==> config.mk <==
export PLATFORM = sky130hd
export DESIGN_NAME = track_sector_mark_scanner
export DESIGN_NICKNAME = d
export VERILOG_FILES = /design/src/hw/rtl/tsms_pkg.sv /design/src/hw/rtl/tsms_scan.sv /design/src/hw/rtl/track_sector_mark_scanner.sv
export VERILOG_INCLUDE_DIRS = /design/src /design/src/hw/rtl
export SDC_FILE = /design/constraint.sdc
export NUM_CORES = 1
export LEC_CHECK = 0
export ABC_CLOCK_PERIOD_IN_PS = 9310
export BUFFER_PORTS_ARGS = -buffer_cell sky130_fd_sc_hd__buf_4
export CAP_MARGIN = 15
export CORE_MARGIN = 2
export CORE_UTILIZATION = 35
export CTS_BUF_LIST = sky130_fd_sc_hd__clkbuf_4 sky130_fd_sc_hd__clkbuf_8 sky130_fd_sc_hd__clkbuf_16
export DETAILED_ROUTE_END_ITERATION = 7
export PLACE_DENSITY = 0.61
export SLEW_MARGIN = 20
export SYNTH_ARGS = -nofsm -noshare
export SYNTH_HDL_FRONTEND = slang
export SYNTH_HIERARCHICAL = 1
export SYNTH_SLANG_ARGS = --single-unit
==> constraint.sdc <==
create_clock -name aclk -period 9.31 [get_ports aclk]
set_input_delay 1.862 -clock aclk [delete_from_list [all_inputs] [get_ports aclk]]
set_output_delay 1.862 -clock aclk [all_outputs]
set_load 0.05 [all_outputs]
==> src/hw/rtl/track_sector_mark_scanner_defines.svh <==
// Assertion macros used by the sector mark scanner top level.
`ifndef TRACK_SECTOR_MARK_SCANNER_DEFINES_SVH
`define TRACK_SECTOR_MARK_SCANNER_DEFINES_SVH

`ifndef SYNTHESIS

// Checks a property on every clock edge outside of reset.
`define TSMS_ASSERT(lbl, clk, rst_n, prop) \
    lbl: assert property (@(posedge clk) disable iff (!rst_n) prop) \
        else $error("tsms assertion failed");

// Checks a property on every clock edge, reset included.
`define TSMS_ASSERT_ALWAYS(lbl, clk, prop) \
    lbl: assert property (@(posedge clk) prop) \
        else $error("tsms assertion failed");

`else

`define TSMS_ASSERT(lbl, clk, rst_n, prop)
`define TSMS_ASSERT_ALWAYS(lbl, clk, prop)

`endif

`endif

==> src/hw/rtl/tsms_pkg.sv <==
// Types and constants for the track sector mark scanner.
`default_nettype none

package tsms_pkg;

    localparam int MAX_SECTORS   = 64;
    localparam int LONGEST_TRACK = 6400;

    localparam int POS_W   = 13;
    localparam int BYTE_W  = 8;
    localparam int INDEX_W = 6;
    localparam int COUNT_W = $clog2(MAX_SECTORS + 1);
    localparam int SKIP_W  = 3;

    localparam logic [POS_W-1:0]  POS_MAX       = {POS_W{1'b1}};
    localparam logic [POS_W-1:0]  TRACK_LEN_MAX = POS_W'(LONGEST_TRACK);
    localparam logic [POS_W-1:0]  TRAILER_LEN   = POS_W'(8);
    localparam logic [POS_W-1:0]  FIELD_OFFSET  = POS_W'(2);
    localparam logic [POS_W-1:0]  TRACK_LEN_RST = POS_W'(6400);
    localparam logic [SKIP_W-1:0] SKIP_LEN      = SKIP_W'(7);
    localparam logic [COUNT_W-1:0] SECTOR_LIMIT = COUNT_W'(MAX_SECTORS);

    localparam logic [BYTE_W-1:0] SYNC_BYTE      = 8'hA1;
    localparam logic [BYTE_W-1:0] ID_MARK        = 8'hFE;
    localparam logic [BYTE_W-1:0] DATA_MARK      = 8'hFB;
    localparam logic [BYTE_W-1:0] DELETED_MARK   = 8'hF8;

    // Scan phase of the current track.
    typedef enum logic [1:0] {
        PH_SEEK_ID   = 2'd0,
        PH_SKIP      = 2'd1,
        PH_SEEK_DATA = 2'd2,
        PH_DONE      = 2'd3
    } phase_t;

    // One reported sector.
    typedef struct packed {
        logic [INDEX_W-1:0] sector_index;
        logic [POS_W-1:0]   id_pos;
        logic               data_found;
        logic [POS_W-1:0]   data_pos;
        logic               overflow;
    } sector_t;

endpackage

`default_nettype wire

==> src/hw/rtl/tsms_scan.sv <==
// Scan state and per-byte sector decision logic.
`default_nettype none

module tsms_scan (
    input  wire logic                          aclk,
    input  wire logic                          aresetn,
    input  wire logic                          beat_accept,
    input  wire logic [tsms_pkg::BYTE_W-1:0]   byte_value,
    input  wire logic                          mark_bit,
    input  wire logic                          track_start,
    input  wire logic [tsms_pkg::POS_W-1:0]    track_length,
    output logic                               res_valid,
    output tsms_pkg::sector_t                  res
);
    import tsms_pkg::*;

    logic [POS_W-1:0]   position_reg, position_next;
    logic [BYTE_W-1:0]  prev_byte_reg;
    logic               prev_mark_reg;
    phase_t             phase_reg, phase_next;
    logic [SKIP_W-1:0]  skip_reg, skip_next;
    logic [COUNT_W-1:0] count_reg, count_next;
    logic [POS_W-1:0]   held_reg, held_next;

    // State as seen by this beat, after an optional track start clear.
    logic [POS_W-1:0]   cur_pos;
    logic [BYTE_W-1:0]  cur_prev_byte;
    logic               cur_prev_mark;
    phase_t             cur_phase;
    logic [SKIP_W-1:0]  cur_skip;
    logic [COUNT_W-1:0] cur_count;
    logic [POS_W-1:0]   cur_held;

    logic [POS_W-1:0] tl_clamped;
    logic [POS_W-1:0] scan_len;
    logic [POS_W-1:0] p_dec;
    logic             active, in_range, at_end, prev_sync;
    logic             id_hit, data_hit, skip_step, end_emit, emit, found;
    phase_t           mid_phase;
    logic [POS_W-1:0] mid_held;

    assign cur_pos       = track_start ? '0 : position_reg;
    assign cur_prev_byte = track_start ? '0 : prev_byte_reg;
    assign cur_prev_mark = track_start ? 1'b0 : prev_mark_reg;
    assign cur_phase     = track_start ? PH_SEEK_ID : phase_reg;
    assign cur_skip      = track_start ? '0 : skip_reg;
    assign cur_count     = track_start ? '0 : count_reg;
    assign cur_held      = track_start ? '0 : held_reg;

    // Effective scan length: clamp the register, then drop the trailer.
    assign tl_clamped = (track_length > TRACK_LEN_MAX) ? TRACK_LEN_MAX : track_length;
    assign scan_len   = (tl_clamped > TRAILER_LEN) ? (tl_clamped - TRAILER_LEN) : '0;

    // Decisions concern the previous position, taken as this byte arrives.
    assign p_dec     = cur_pos - POS_W'(1);
    assign active    = (cur_pos != '0) && (cur_phase != PH_DONE);
    assign in_range  = active && (p_dec < scan_len);
    assign at_end    = active && (cur_pos >= scan_len);
    assign prev_sync = (cur_prev_byte == SYNC_BYTE) && cur_prev_mark;

    assign id_hit    = in_range && (cur_phase == PH_SEEK_ID) && prev_sync
                       && (byte_value == ID_MARK);
    assign skip_step = in_range && (cur_phase == PH_SKIP);
    assign data_hit  = in_range && (cur_phase == PH_SEEK_DATA) && prev_sync && !mark_bit;
    assign found     = data_hit && ((byte_value == DATA_MARK) || (byte_value == DELETED_MARK));

    // Phase after the position decision, before the end-of-scan check.
    always_comb begin
        mid_phase = cur_phase;
        mid_held  = cur_held;
        if (id_hit) begin
            mid_phase = PH_SKIP;
            mid_held  = p_dec + FIELD_OFFSET;
        end else if (skip_step && (cur_skip <= SKIP_W'(1))) begin
            mid_phase = PH_SEEK_DATA;
        end else if (data_hit) begin
            mid_phase = PH_SEEK_ID;
        end
    end

    assign end_emit = at_end && ((mid_phase == PH_SKIP) || (mid_phase == PH_SEEK_DATA));
    assign emit     = data_hit || end_emit;

    // Next state of the scan.
    always_comb begin
        phase_next = mid_phase;
        held_next  = mid_held;
        skip_next  = cur_skip;
        count_next = cur_count;
        if (id_hit) begin
            skip_next = SKIP_LEN;
        end else if (skip_step) begin
            skip_next = (cur_skip <= SKIP_W'(1)) ? '0 : (cur_skip - SKIP_W'(1));
        end
        if (at_end) begin
            phase_next = PH_DONE;
            skip_next  = '0;
        end
        if (emit && (cur_count < SECTOR_LIMIT)) begin
            count_next = cur_count + COUNT_W'(1);
        end
        position_next = (cur_pos < POS_MAX) ? (cur_pos + POS_W'(1)) : cur_pos;
    end

    // Result for this beat.
    always_comb begin
        res_valid        = beat_accept && emit;
        res.id_pos       = mid_held;
        res.data_found   = found;
        res.data_pos     = found ? (p_dec + FIELD_OFFSET) : '0;
        if (cur_count < SECTOR_LIMIT) begin
            res.sector_index = cur_count[INDEX_W-1:0];
            res.overflow     = 1'b0;
        end else begin
            res.sector_index = '0;
            res.overflow     = 1'b1;
        end
    end

    // State registers advance on every accepted beat.
    always_ff @(posedge aclk) begin
        if (!aresetn) begin
            position_reg  <= '0;
            prev_byte_reg <= '0;
            prev_mark_reg <= 1'b0;
            phase_reg     <= PH_SEEK_ID;
            skip_reg      <= '0;
            count_reg     <= '0;
            held_reg      <= '0;
        end else if (beat_accept) begin
            position_reg  <= position_next;
            prev_byte_reg <= byte_value;
            prev_mark_reg <= mark_bit;
            phase_reg     <= phase_next;
            skip_reg      <= skip_next;
            count_reg     <= count_next;
            held_reg      <= held_next;
        end
    end

endmodule

`default_nettype wire

==> src/hw/rtl/track_sector_mark_scanner.sv <==
// Top level of the track sector mark scanner: config register and output buffer.
//
// Usage: track bytes enter on the s_ stream, one beat per byte position, with
// the byte in s_tdata and its sync mark bit and a track start flag in s_tuser.
// A beat with track start set is position 0 of a new track and clears the scan.
// Each sector found leaves as one beat on the m_ stream; most input beats
// produce none. The track length is written through cfg_wr_en/cfg_wr_data
// while the stream is idle; it resets to 6400.
// A sector decided by an input beat is registered in the output register, or in
// the skid register under a stall. Throughput: one input beat per cycle while
// s_tready is high, set by the single pass of compare logic between the scan state registers and the output register.
// When the receiver stalls, a second result is held in a skid register and
// s_tready drops only while both the output and skid registers are full.
// Reset (aresetn low, synchronous) empties both registers and returns the
// scan to seeking an ID mark at position 0; no memory needs clearing.
`default_nettype none

`include "track_sector_mark_scanner_defines.svh"

module track_sector_mark_scanner (
    input  wire logic        aclk,
    input  wire logic        aresetn,
    input  wire logic        s_tvalid,
    output logic             s_tready,
    input  wire logic [7:0]  s_tdata,   // [7:0] byte_value
    input  wire logic [1:0]  s_tuser,   // [0] mark_bit, [1] track_start
    output logic             m_tvalid,
    input  wire logic        m_tready,
    output logic [31:0]      m_tdata,   // [5:0] sector_index, [18:6] id_pos, [31:19] data_pos
    output logic [1:0]       m_tuser,   // [0] data_found, [1] overflow
    input  wire logic        cfg_wr_en,
    input  wire logic [12:0] cfg_wr_data
);
    import tsms_pkg::*;

    logic [POS_W-1:0] track_len_reg;
    logic             s_accept;
    logic             res_valid;
    sector_t          res;
    logic             out_valid_reg, out_valid_next;
    sector_t          out_reg, out_next;
    logic             skid_valid_reg, skid_valid_next;
    sector_t          skid_reg, skid_next;

    // Track length register.
    always_ff @(posedge aclk) begin
        if (!aresetn) begin
            track_len_reg <= TRACK_LEN_RST;
        end else if (cfg_wr_en) begin
            track_len_reg <= cfg_wr_data;
        end
    end

    assign s_tready = !skid_valid_reg;
    assign s_accept = s_tvalid && s_tready;

    tsms_scan u_scan (
        .aclk         (aclk),
        .aresetn      (aresetn),
        .beat_accept  (s_accept),
        .byte_value   (s_tdata[7:0]),
        .mark_bit     (s_tuser[0]),
        .track_start  (s_tuser[1]),
        .track_length (track_len_reg),
        .res_valid    (res_valid),
        .res          (res)
    );

    // Output register with skid stage.
    always_comb begin
        out_valid_next  = out_valid_reg;
        out_next        = out_reg;
        skid_valid_next = skid_valid_reg;
        skid_next       = skid_reg;
        if (!out_valid_reg || m_tready) begin
            if (skid_valid_reg) begin
                out_valid_next  = 1'b1;
                out_next        = skid_reg;
                skid_valid_next = 1'b0;
            end else begin
                out_valid_next = res_valid;
                out_next       = res;
            end
        end else if (res_valid) begin
            skid_valid_next = 1'b1;
            skid_next       = res;
        end
    end

    always_ff @(posedge aclk) begin
        if (!aresetn) begin
            out_valid_reg  <= 1'b0;
            skid_valid_reg <= 1'b0;
        end else begin
            out_valid_reg  <= out_valid_next;
            skid_valid_reg <= skid_valid_next;
        end
        out_reg  <= out_next;
        skid_reg <= skid_next;
    end

    assign m_tvalid = out_valid_reg;
    assign m_tdata  = {out_reg.data_pos, out_reg.id_pos, out_reg.sector_index};
    assign m_tuser  = {out_reg.overflow, out_reg.data_found};

    // The skid stage only fills behind a held output beat.
    `TSMS_ASSERT(a_skid_behind_out, aclk, aresetn, skid_valid_reg |-> out_valid_reg)
    // A result arriving under a stall must land in the skid stage.
    `TSMS_ASSERT(a_stall_to_skid, aclk, aresetn,
        (out_valid_reg && !m_tready && res_valid) |=> skid_valid_reg)
    // An overflowed sector carries index zero.
    `TSMS_ASSERT(a_ovf_index, aclk, aresetn,
        (out_valid_reg && out_reg.overflow) |-> (out_reg.sector_index == '0))
    // A sector without data reports data position zero.
    `TSMS_ASSERT(a_nodata_pos, aclk, aresetn,
        (out_valid_reg && !out_reg.data_found) |-> (out_reg.data_pos == '0))
    // Reset empties the output side.
    `TSMS_ASSERT_ALWAYS(a_reset_empty, aclk, !aresetn |=> (!out_valid_reg && !skid_valid_reg))

endmodule

`default_nettype wire

==> results.md <==
- Drt pass-1 iters: 5
- Leak: 3.53 nW
- # fillers: 2011
- Worst Hold Margin: 0.468 ns
- Number of buffers created by CTS: 17
- R2R Setup Slk: 3.18 ns
- First DRT Iteration DRCs: 439
- Final hold violations: 0
- Cells after Synth: 706
- Setup repair bufs after CTS: 0
- Fmax: 150 MHz
- Placed cells: 1009
- Synth top area cells: edfxtp_1 28%, dfxtp_1 17%, ha_1 5.6%, mux2_4 5.5%, mux2i_1 3.7%
- Count of state elements after synthesis: 130
- Final setup fails: 0
- Peak supply drop: 122 µV
- First-pass GRT wire length: 26500 µm
- Min-delay worst type: register to register
- Post-synth top cells: 68 x edfxtp_1, 62 x dfxtp_1, 62 x nand2_1, 56 x nor2_1, 33 x ha_1
- Power density over the cells: 168 mW/mm²
- Reg clk slew, reported paths: 0.06 ns
- Synthesis Warnings: 6
- Row count: 53
- Effective utilization at floorplan: 0.354
- HPWL after DPL: 11500 µm
- Antenna diodes: 0
- Crit. End Element: register
- Net count, final: 814
- Routed WL: 16100 µm
- Worst-Skew Late Latency: 0.42 ns
- Seq/Total Area, Yosys: 0.444
- Slew headroom: 0.299
- Share of flip-flops with an asynchronous set or reset: 0
- Final Instance Area: 0.00858 mm²
- Placeable core area: 0.0209 mm²
- Fin cells: 1040
- Global route overflow: 0
- Status: complete, no violations
- TritonCTS clock tree: done
- Netlist cell types: 79
- Synth area leader: edfxtp_1
- Htree depth: 4
- DRC violations left: 0
- Port Buffer Count: 63
- Crit Path Category: primary input to register
- Setup WS pre-CTS: 2.25 ns
- Area grow syn2layout: 16.0%
- CP required: 9.37 ns
- Global Route Usage Sum: 0.151
- Final period utilization: 0.714
- DIE AREA: 0.0223 mm²
- Post-CTS Resized: 0
- Cts hold-fix bufs: 0
- Hold path depth: 2
- CP Data Arrival Time: 6.71 ns
- Top FF cell, synth: edfxtp_1
- Largest net degree at the start of global routing: 60
- Max reg flops: 34
- RD Place Congestion: 0.912
- Slew Limit Fails: 0
- R2r worst-path depth: 22
- Mapped cell area: 0.00739 mm²
- Fin util: 0.411
- Initial antenna violation count: 0
- CTS root buffer: clkbuf_16
- Total Power: 1.44 mW
- Post-synth EDFFs: 68
- Crit Path Max Fanout: 59
- Worst-Margin Slew: 1.05 ns
- Unrepaired setup endpoints after global routing: no
- Ports: 64
- Post-Place Cell Area: 0.00800 mm²
- Syn nets: 767
- Final Critical Period: 6.64 ns
- Final setup margin: 2.67 ns
- Clk_skew: 0.00965 ns
- Multi-input gate area: 0.00378 mm²
- Via density: 5.17
- Setup tns final: 0 ns
- Average wire per standard cell: 15.5 µm
- Most common cell in the synthesized netlist: edfxtp_1
- FF/Latch Area: 0.00328 mm²
- Worst setup SP type: primary input
- Antenna viol nets, final: 0
- Die Width: 149 µm
- Max Cap Viol: 0
- Layout cell share with drive strength beyond 1: 0.237
- Top cell type's share of synthesized area: 0.276
- CTS Sinks: 130
- Detailed-route via count: 5372
- Vias in the first global route: 5070
- Avg Inst Size Synth: 10.5 µm²
- Max Root-Sink Buffers: 2
- Die Y: 149 µm
[final cells by class]
class,count,share of cell area
clock buffer,17,0.0496
sequential,130,0.383
inverter,22,0.00963
tap,275,0.0401
clock inverter,14,0.0179
timing repair buffer,67,0.0586
multi-input combinational,515,0.441
[logic make-up (layout without fill, tap and decap cells)]
kind of cell | count (synthesis) | after routing | synth area share
xor gates and xnor gates | 31 | 31 | 0.0367
AOI/OAI and AO/OA | 112 | 112 | 0.107
buffers and inverters | 61 | 120 | 0.0455
DFF | 130 | 130 | 0.444
muxes | 63 | 63 | 0.105
and+or+nand+nor | 276 | 276 | 0.206
adders and majority gates | 33 | 33 | 0.0559
[layout by cell type (no fill, tap or decap), types with 4 or more instances in the layout]
cell type and n:
nor2_1 55, inv_1 21, clkbuf_16 17, o21ba_1 4, ha_1 33, nor2_2 10
nor2b_1 26, dfxtp_1 61, o211a_1 4, xnor2_1 16, nand3_1 19, o31ai_1 4
a31oi_1 7, a21o_1 6, buf_4 67, nor4_1 4, nor3b_1 5, mux2i_1 27
o21ai_0 18, a21oi_1 24, nand2_1 62, nand4_1 13, mux2_2 8, o211ai_1 4
nand3b_1 8, mux2_4 27, nor3_1 9, xor2_1 15, a211oi_1 4, o21ai_2 7
or2_2 6, and3_1 5, and2_1 12, inv_6 4, nand2b_1 10, edfxtp_1 68
[worst paths after layout]
| path | to | from |
|---|---|---|
| worst max-delay path | skid_reg[1] | s_tuser[1] |
| worst max register to register | skid_reg[1] | track_len_reg[5] |
| worst min register to register | u_scan/held_reg[12] | u_scan/held_reg[12] |
| worst min-delay path | u_scan/held_reg[12] | u_scan/held_reg[12] |
[power by group]
part	total, mW	switching [mW]	internal (mW)	leakage (nW)
Sequential	0.618	0.00883	0.609	1.21
Combinational	0.163	0.0992	0.0641	2.04
Clock	0.658	0.262	0.396	0.282
Total	1.44	0.370	1.07	3.53
[routing by layer]
| metal | routed length, µm | share of wire | up-vias | track usage |
|---|---|---|---|---|
| met1 | 7780 | 0.48 | 2533 | 0.208 |
| met4 | 328 | 0.020 | 0 | 0.0624 |
| met5 | 0 | 0 | - | 0 |
| met3 | 691 | 0.043 | 23 | 0.0266 |
| met2 | 7280 | 0.45 | 161 | 0.234 |
| li1 | - | - | 2655 | - |
[critical path, cell delays in order]
cell      delay (ns)
buf_4           0.43
nand2b_1        0.29
ha_1            0.43
nor3b_1         0.30
a21oi_1         0.17
nor2_1          0.17
xor2_1          0.32
ha_1            0.31
a21o_1          0.18
a21oi_1         0.14
o22ai_1         0.09
or3_1           0.44
or4_4           0.58
o21ai_4         0.12
nand2_1         0.14
inv_1           0.13
inv_1           0.05
nor2_2          0.09
buf_4           0.41
Power figures use the tool's default switching activity.
